$ cat config.mk
export PLATFORM = sky130hd
export DESIGN_NAME = node_id_address_check
export DESIGN_NICKNAME = d
export VERILOG_FILES = /design/src/design/nic_pkg.sv /design/src/design/nic_crc_cell.sv /design/src/design/nic_result.sv /design/src/design/node_id_address_check.sv
export VERILOG_INCLUDE_DIRS = /design/src /design/src/design
export SDC_FILE = /design/constraint.sdc
export NUM_CORES = 1
export LEC_CHECK = 0
export BUFFER_PORTS_ARGS = -buffer_cell sky130_fd_sc_hd__buf_2
export CAP_MARGIN = 5
export CORE_MARGIN = 3
export CORE_UTILIZATION = 45
export DETAILED_ROUTE_END_ITERATION = 6
export PLACE_DENSITY = 0.62
export SLEW_MARGIN = 5
export SYNTH_ARGS = -nofsm -noshare
export SYNTH_HDL_FRONTEND = slang
export SYNTH_SLANG_ARGS = --single-unit
$ cat constraint.sdc
create_clock -name clk -period 9.8 [get_ports clk]
set_input_delay 1.96 -clock clk [delete_from_list [all_inputs] [get_ports clk]]
set_output_delay 1.96 -clock clk [all_outputs]
set_load 0.01 [all_outputs]
$ cat src/design/node_id_address_check_assert.svh
// Assertion macros shared by the node identifier checker.
// Needs clk and rst_n in the scope of each use.
`ifndef NODE_ID_ADDRESS_CHECK_ASSERT_SVH
`define NODE_ID_ADDRESS_CHECK_ASSERT_SVH

// The consequent must hold in the same cycle as the antecedent.
`define NIC_ASSERT_SAME(lbl, pre, post) \
  lbl: assert property (@(posedge clk) disable iff (!rst_n) (pre) |-> (post)) \
    else $error("nic assertion failed");

// The consequent must hold in the cycle after the antecedent.
`define NIC_ASSERT_NEXT(lbl, pre, post) \
  lbl: assert property (@(posedge clk) disable iff (!rst_n) (pre) |=> (post)) \
    else $error("nic assertion failed");

`endif

$ cat src/design/nic_pkg.sv
// Types, constants and CRC-32C helpers for the node identifier checker.
// No dependencies.
package nic_pkg;

  localparam logic [1:0] FAM_NONE = 2'd0;
  localparam logic [1:0] FAM_V4   = 2'd1;
  localparam logic [1:0] FAM_V6   = 2'd2;

  localparam int unsigned NUM_OCTETS = 8;
  localparam int unsigned V4_OCTETS  = 4;

  localparam logic [31:0] CRC_POLY    = 32'h82F6_3B78;
  localparam logic [31:0] CRC_INIT    = 32'hFFFF_FFFF;
  localparam logic [23:0] PREFIX_MASK = 24'hFF_FFF8;
  localparam logic [2:0]  SEED_MASK   = 3'h7;

  typedef struct packed {
    logic [1:0]  addr_family;
    logic [63:0] addr_octets;
    logic        addr_public;
    logic [23:0] id_head;
    logic [7:0]  id_seed;
  } in_t;

  typedef struct packed {
    logic [23:0] expected_prefix;
    logic        checked;
    logic        accepted;
  } out_t;

  // Word carried from cell to cell along with the running CRC.
  typedef struct packed {
    logic [1:0]  family;
    logic [63:0] octets;
    logic        is_public;
    logic [23:0] head;
    logic [2:0]  seed;
    logic [31:0] crc;
  } stage_t;

  function automatic logic [7:0] octet_mask(input logic [1:0] family,
                                            input logic [2:0] idx);
    logic [7:0] m;
    m = 8'h00;
    case (family)
      FAM_V4: begin
        case (idx)
          3'd0:    m = 8'h03;
          3'd1:    m = 8'h0f;
          3'd2:    m = 8'h3f;
          3'd3:    m = 8'hff;
          default: m = 8'h00;
        endcase
      end
      FAM_V6:  m = 8'hff >> (3'd7 - idx);
      default: m = 8'h00;
    endcase
    return m;
  endfunction

  // Reflected CRC-32C update over one octet.
  function automatic logic [31:0] crc_byte(input logic [31:0] crc_in,
                                           input logic [7:0]  b);
    logic [31:0] c;
    c = crc_in ^ {24'h0, b};
    for (int k = 0; k < 8; k++) begin
      c = c[0] ? ((c >> 1) ^ CRC_POLY) : (c >> 1);
    end
    return c;
  endfunction

endpackage

$ cat src/design/nic_crc_cell.sv
// One CRC cell: folds its octet into the CRC if the family uses it, registers the word.
// Depends on nic_pkg.
module nic_crc_cell #(
  parameter int unsigned IDX = 0
) (
  input  logic            clk,
  input  logic            rst_n,
  input  logic            up_valid,
  input  nic_pkg::stage_t up_word,
  output logic            up_stall,
  output logic            dn_valid,
  output nic_pkg::stage_t dn_word,
  input  logic            dn_stall
);

  localparam int unsigned HI = 63 - 8 * IDX;

  logic            valid_r;
  nic_pkg::stage_t word_r;
  nic_pkg::stage_t word_nxt;
  logic            adv;
  logic            active;
  logic [7:0]      octet;

  assign adv      = !valid_r || !dn_stall;
  assign up_stall = !adv;

  assign active = (up_word.family == nic_pkg::FAM_V6) ||
                  ((up_word.family == nic_pkg::FAM_V4) && (IDX < nic_pkg::V4_OCTETS));

  always_comb begin
    octet = up_word.octets[HI -: 8] & nic_pkg::octet_mask(up_word.family, 3'(IDX));
    // The seed bits sit in the top three bits of the leading octet.
    if (IDX == 0) begin
      octet = octet | {up_word.seed & nic_pkg::SEED_MASK, 5'b0};
    end
    word_nxt = up_word;
    if (active) begin
      word_nxt.crc = nic_pkg::crc_byte(up_word.crc, octet);
    end
  end

  always_ff @(posedge clk) begin
    if (!rst_n) begin
      valid_r <= 1'b0;
    end else if (adv) begin
      valid_r <= up_valid;
    end
  end

  always_ff @(posedge clk) begin
    if (adv && up_valid) begin
      word_r <= word_nxt;
    end
  end

  assign dn_valid = valid_r;
  assign dn_word  = word_r;

endmodule

$ cat src/design/nic_result.sv
// Final stage: finishes the CRC, forms the prefix and the verdict, holds the output word.
// Depends on nic_pkg.
module nic_result (
  input  logic            clk,
  input  logic            rst_n,
  input  logic            up_valid,
  input  nic_pkg::stage_t up_word,
  output logic            up_stall,
  output logic            out_valid,
  output nic_pkg::out_t   out_word,
  input  logic            out_stall
);

  logic          valid_r;
  nic_pkg::out_t word_r;
  nic_pkg::out_t word_nxt;
  logic          adv;
  logic          known;
  logic [31:0]   crc_fin;

  assign adv      = !valid_r || !out_stall;
  assign up_stall = !adv;

  always_comb begin
    known   = (up_word.family == nic_pkg::FAM_V4) || (up_word.family == nic_pkg::FAM_V6);
    crc_fin = up_word.crc ^ nic_pkg::CRC_INIT;
    word_nxt.expected_prefix = known ? (crc_fin[31:8] & nic_pkg::PREFIX_MASK) : 24'h0;
    word_nxt.checked  = known && up_word.is_public;
    word_nxt.accepted = !word_nxt.checked ||
                        ((up_word.head & nic_pkg::PREFIX_MASK) == word_nxt.expected_prefix);
  end

  always_ff @(posedge clk) begin
    if (!rst_n) begin
      valid_r <= 1'b0;
    end else if (adv) begin
      valid_r <= up_valid;
    end
  end

  always_ff @(posedge clk) begin
    if (adv && up_valid) begin
      word_r <= word_nxt;
    end
  end

  assign out_valid = valid_r;
  assign out_word  = word_r;

endmodule

$ cat src/design/node_id_address_check.sv
// Node identifier check: an accepted word is registered in one CRC cell per address octet
// and then in the result register. Throughput is one word per cycle while out_stall is low;
// each cell and the result stage stall on their own.
// Synchronous active-low reset empties every stage; payload registers are not reset.
// Depends on nic_pkg, nic_crc_cell, nic_result and the assertion header.
`include "node_id_address_check_assert.svh"

module node_id_address_check (
  input  logic          clk,
  input  logic          rst_n,
  input  logic          in_valid,
  input  nic_pkg::in_t  in_word,
  output logic          in_stall,
  output logic          out_valid,
  output nic_pkg::out_t out_word,
  input  logic          out_stall
);

  localparam int unsigned N = nic_pkg::NUM_OCTETS;

  nic_pkg::stage_t st  [0:N];
  logic            vld [0:N];
  logic            stl [0:N];

  always_comb begin
    st[0].family    = in_word.addr_family;
    st[0].octets    = in_word.addr_octets;
    st[0].is_public = in_word.addr_public;
    st[0].head      = in_word.id_head;
    st[0].seed      = in_word.id_seed[2:0];
    st[0].crc       = nic_pkg::CRC_INIT;
  end
  assign vld[0]   = in_valid;
  assign in_stall = stl[0];

  for (genvar i = 0; i < N; i++) begin : g_cell
    nic_crc_cell #(.IDX(i)) u_cell (
      .clk      (clk),
      .rst_n    (rst_n),
      .up_valid (vld[i]),
      .up_word  (st[i]),
      .up_stall (stl[i]),
      .dn_valid (vld[i+1]),
      .dn_word  (st[i+1]),
      .dn_stall (stl[i+1])
    );
  end

  nic_result u_result (
    .clk       (clk),
    .rst_n     (rst_n),
    .up_valid  (vld[N]),
    .up_word   (st[N]),
    .up_stall  (stl[N]),
    .out_valid (out_valid),
    .out_word  (out_word),
    .out_stall (out_stall)
  );

  `NIC_ASSERT_SAME(a_skip_accepts, out_valid && !out_word.checked, out_word.accepted)
  `NIC_ASSERT_SAME(a_prefix_low_clear, out_valid, out_word.expected_prefix[2:0] == 3'b000)
  `NIC_ASSERT_NEXT(a_first_cell_loads, in_valid && !in_stall, vld[1])

endmodule

; ---- After elaboration in Yosys (flattened, before gate mapping)
; Index checks and enable logic that the tools add are counted.
[word_totals]
ff_bits = 731
in_bits = 103
out_inout_bits = 28
elab_cells = 265
[op_classes]
n_eq_ne = 15
n_mux = 80
bitwise = 82
n_reduce_logical = 37
[ops]
columns = op, n
row1 = two-way mux 32 bit, 71
row2 = NOT 16 -> 17 bit, 64
row3 = bitwise XOR 32 x 8 -> 32 bit, 7
row4 = NOT 32 bit, 1
row5 = NOT 8 -> 32 bit, 1
row6 = equality test 24 bit, 1
row7 = two-way mux 24 bit, 1
row8 = "equality test 2 bit, second input constant", 9
row9 = bitwise AND 8 x 6 -> 8 bit, 2
row10 = bitwise AND 8 bit, 2
row11 = one-hot mux 8 bit (2 select lines), 1
row12 = logical OR 1 bit, 15
row13 = logical NOT 1 bit, 12
row14 = one-hot mux 6 bit (2 select lines), 1
row15 = "equality test 2 x 1 -> 1 bit, second input constant", 5
row16 = logical AND 1 bit, 10
row17 = bitwise AND 8 x 2 -> 8 bit, 1
row18 = bitwise AND 8 x 4 -> 8 bit, 1
row19 = bitwise AND 8 x 5 -> 8 bit, 1
row20 = bitwise AND 8 x 7 -> 8 bit, 1
row21 = two-way mux 8 bit, 1
row22 = bitwise OR 8 bit, 1
row23 = one-hot mux 4 bit (2 select lines), 1
row24 = two-way mux 7 bit, 1
row25 = 3 further kinds, 3

; ---- Depth between registers and ports, before layout
[depth]
ltp_word = 21
mapped_depth = 9
mapped_depth_nobuf = 8

; ---- Hierarchy
; A second synthesis with hierarchy kept.
[hier_totals]
hier_cells = 2522
area_unflattened_um2 = 43391.6
[modules_own_cells]
columns = module, n_inst, cells_per_inst, area_each_um2, seq_area_each_um2
row1 = nic_crc_cell at g_cell[6].u_cell, 1, 320, 5477.8, 3803.6
row2 = nic_crc_cell at g_cell[7].u_cell, 1, 312, 5377.7, 3803.6
row3 = nic_crc_cell at g_cell[3].u_cell, 1, 287, 5323.9, 3803.6
row4 = nic_crc_cell at g_cell[5].u_cell, 1, 315, 5305.1, 3803.6
row5 = nic_crc_cell at g_cell[4].u_cell, 1, 311, 5262.5, 3803.6
row6 = nic_crc_cell at g_cell[2].u_cell, 1, 289, 5177.5, 3803.6
row7 = nic_crc_cell at g_cell[1].u_cell, 1, 294, 5116.2, 3803.6
row8 = nic_crc_cell at g_cell[0].u_cell, 1, 273, 5108.6, 3803.6
row9 = nic_result, 1, 120, 1238.7, 710.7
row10 = node_id_address_check, 1, 1, 3.8, 0.0

; ---- Least setup slack after synthesis
; No wires, ideal clock.
[synth_timing]
path_type = in2reg
start = in out_stall
end = reg g_cell[1].u_cell.word_r, in the netlist g_cell[1].u_cell.dn_word[0] (enable)
setup_ns = 0.697
arrival_ns = 9.745
required_ns = 9.103
setup_slack_ns = -0.642
stages = 5
n_path_buf = 0
cell_sequence = and3_1 > and2_1 > and3_1 > and3_1 > a21boi_0
[synth_via]
elab_chain_len = 10
[synth_lines]
columns = item, line_no
row1 = from (decl), node_id_address_check.sv:16  ; input logic out_stall
row2 = logical NOT 1 bit, nic_result.sv:21  ; assign adv = !valid_r || !out_stall;
row3 = logical OR 1 bit, nic_result.sv:21
row4 = logical OR 1 bit (7 in a row), nic_crc_cell.sv:25  ; assign adv = !valid_r || !dn_stall;
row5 = logical AND 1 bit, nic_crc_cell.sv:52  ; if (adv && up_valid) begin
row6 = to (signal assigned), nic_crc_cell.sv:53  ; word_r <= word_nxt;
row7 = to (decl), nic_crc_cell.sv:19  ; nic_pkg::stage_t word_r;
; Every way passes these cells.
; A chain may end at the register's enable or synchronous reset.

; ---- Final worst setup path
[layout_timing]
start = in out_stall
end = out in_stall
[layout_via]
elab_chain_len = 11
[layout_lines]
columns = item, line_no
row1 = logical NOT 1 bit, nic_result.sv:21
row2 = logical OR 1 bit, nic_result.sv:21
row3 = logical OR 1 bit (8 in a row), nic_crc_cell.sv:25
row4 = logical NOT 1 bit, nic_crc_cell.sv:26  ; assign up_stall = !adv;
row5 = to (decl), node_id_address_check.sv:13  ; output logic in_stall,
; Every way passes these cells.

==> results_dict.tcl <==
set metrics [dict create \
    firstDrtPassIters 5 \
    synth.avg_cell_area_um2 15.4 \
    cts_inserted_buffers 66 \
    ys_ff_latch 647 \
    num_vias 14500 \
    die_height_um 263 \
    core.rowCount 93 \
    synth-async-reset-ratio_pct 0 \
    hold_viol 0 \
    status "completed" \
    yosysTopAreaCell "edfxtp_1" \
    crit_end "in_stall" \
    yosysSeqAreaShare_pct 65.3 \
    grt_usage_pct 16.9 \
    synth.cell_area_mm2 0.0296 \
    clk_path_buf_depth 3 \
    fin_skew_ps 32.1 \
    met3WireLength_mm 2.77 \
    synth_top_area_share_pct 64.7 \
    met2WireLength_mm 26.3 \
    cts_setup_buffers 0 \
    setup.worst_path.class "input pin to output pin" \
    drv_cap 0 \
    regToRegEndpoint "g_cell[6].u_cell.dn_word[17]$_DFFE_PP_" \
    rsz0062_at_grt "no" \
    drc 0 \
    vias_per_cell 4.93 \
    clock_latency_ps 600 \
    io-pin-count 131 \
    gp_congestion 0.864 \
    routedWlPerCell_um 19.7 \
    top_layer "met4" \
    clkTransAtPathRegs_ps 60 \
    cp.arrival_ps 3960 \
    setup_viol 0 \
    start_kind "input pin" \
    cts_tree "yes" \
    ant_nets 0 \
    coreArea_mm2 0.0648 \
    reg2regPathDepth 6 \
    max_slew.worst_pin.slew_ps 1170 \
    timing.final.crit_share_pct 60.4 \
    fin_area_mm2 0.0332 \
    post_cts_resized 0 \
    placedInstanceArea_mm2 0.0311 \
    crit_required_ps 7840 \
    ys_types 51 \
    synth_edf_count 638 \
    grt_max_degree 72 \
    drive_gt1_share_pct 14.0 \
    finalMaxSlewViolations 0 \
    yosys_warnings 0 \
    tns_ps 0 \
    maxSlewHeadroom_pct 21.4 \
    max_freq_ghz 0.169 \
    nets 2142 \
    synth_area_leaders "edfxtp_1 (65%), xnor2_1 (10%), xnor3_1 (5.9%)" \
    antenna_found_initial 0 \
    p_leak_nw 11.8 \
    critPathCaptureType "output pin" \
    routed_wl_mm 58.0 \
    cts_sinks 647 \
    dr.first_iter.drc_count 1106 \
    worstPathMaxFanout 5 \
    gr-total-overflow 0 \
    crit_path_start "out_stall" \
    syn_inst 1921 \
    hp-class "flip-flop to flip-flop" \
    dpl.hpwl_mm 42.2 \
    grt_first_pass_wirelength_mm 89.8 \
    htree_num_levels 3 \
    ctsHoldBuffers 0 \
    root_buffer "clkbuf_16" \
    port_buffers 101 \
    start_util_pct 45.7 \
    power_density_mw_per_mm2 203 \
    whs_path_depth 0 \
    diodes 0 \
    grt_pass1_vias 14900 \
    ys_dominant_reg_cell "edfxtp_1" \
    synthToLayoutAreaGrowth_pct 12.2 \
    rr_startpoint "g_cell[5].u_cell.dn_word[125]$_DFFE_PP_" \
    die_w_um 263 \
    peakVddDrop_mv 0.127 \
    dieArea_mm2 0.0689 \
    min_period_ps 5920 \
    r2r_setup_slack_ps 6170 \
    drt-met1-wl_mm 27.4 \
]
## per-layer routing
layer | vias to the layer above | track usage (%)
met2 | 301 | 26.3
met5 | - | 0
met3 | 81 | 2.96
met1 | 7094 | 24.5
li1 | 7032 | -
met4 | 0 | 5.36
## sequential cells by signal, summed over array words and instances, names as in the netlist
register and cells:
g_cell.u_cell.dn_word 615, u_result.out_word 23, g_cell.u_cell.dn_valid 8, u_result.out_valid 1
## report_power, final
part	switching (mW)	leakage (nW)	total (mW)	internal, mW
Combinational	0.513	4.76	1.11	0.596
Sequential	0.0619	6.02	3.23	3.17
Clock	1.03	1.03	2.42	1.39
Total	1.60	11.8	6.75	5.15
## synth_stat cells (7+ instances only)
cell and n:
nand2b_1 26, xor2_1 142, nand2_1 181, buf_1 8
buf_2 15, xnor3_1 77, a21oi_1 15, nor2b_1 20
xnor2_1 346, xor3_1 12, o32ai_1 8, nor2_1 56
dfxtp_1 9, mux2_2 36, o21ai_0 160, nand3b_1 11
a31oi_1 7, clkbuf_1 50, edfxtp_1 638, inv_1 19
mux2i_1 7
## worst min path at each step
stage	from	to	slack, ps
final	g_cell[6].u_cell.dn_word[52]$_DFFE_PP_	g_cell[7].u_cell.dn_word[52]$_DFFE_PP_	410
after global routing	g_cell[1].u_cell.dn_word[73]$_DFFE_PP_	g_cell[2].u_cell.dn_word[73]$_DFFE_PP_	420
after CTS	g_cell[3].u_cell.dn_word[66]$_DFFE_PP_	g_cell[4].u_cell.dn_word[66]$_DFFE_PP_	410
after detailed placement	g_cell[0].u_cell.dn_word[104]$_DFFE_PP_	g_cell[1].u_cell.dn_word[104]$_DFFE_PP_	400
after global placement	g_cell[3].u_cell.dn_word[39]$_DFFE_PP_	g_cell[4].u_cell.dn_word[39]$_DFFE_PP_	400
after floorplan	g_cell[0].u_cell.dn_word[100]$_DFFE_PP_	g_cell[1].u_cell.dn_word[100]$_DFFE_PP_	400
## layout by cell type (no fill, tap or decap), types with 4 or more instances in the layout
master,Yosys,layout
mux2_2,36,36
xor2_1,142,142
xnor3_2,6,6
o21a_1,6,6
or2_2,5,5
and2_1,4,4
mux2i_1,7,7
o21ai_0,160,160
clkinv_1,0,10
xnor2_2,3,4
and3_1,4,4
nor2_1,56,56
o32ai_1,8,8
dfxtp_1,9,9
clkbuf_16,0,68
nor4bb_1,5,5
buf_2,15,101
buf_4,4,20
nor2b_1,20,15
nand2b_1,26,24
xor2_2,5,5
edfxtp_1,638,638
nand3b_1,11,11
nand2_1,181,181
nor2b_4,0,5
ha_1,4,4
a31oi_1,7,7
inv_1,19,19
xnor3_1,77,77
clkinv_2,0,14
xor3_1,12,12
clkbuf_1,50,13
xnor2_1,346,345
a21oi_1,15,15
## metrics by stage
step                power, mW  worst slack, ps  cells  hold WS [ps]  util (%)
floorplan                4.18              629   1923           400         -
global placement         4.39             3790   2822           401      48.0
detailed placement       4.41             3800   2822           405      48.0
CTS                      6.85             3780   2941           411      51.3
global route             7.06             3710   2941           419      51.3
finish                   6.75             3880   2941           412      51.3
## area by class of cell
cell class / instances / area [um2]
fill: 5309 / 31600
sequential: 647 / 19300
multi-input combinational: 1180 / 9970
clock buffer: 84 / 1790
tap: 855 / 1070
timing repair buffer: 121 / 656
clock inverter: 35 / 333
inverter: 19 / 71.3
## cell families after synthesis
group	Yosys count	share of synthesized area (%)
buf+inv	96	1.33
mux	43	1.61
xor+xnor	598	22.8
simple gates	325	4.99
compound gates	207	3.76
flops	647	65.3
other cells	1	0.0127
fa+ha+maj	4	0.169
## critical path, cell delays in order
cell and delay (ps):
buf_2 100, and3_1 240, and2_1 340, and3_1 460
and3_1 390, and3_1 290, buf_2 170
(Power assumes the default switching activity.)
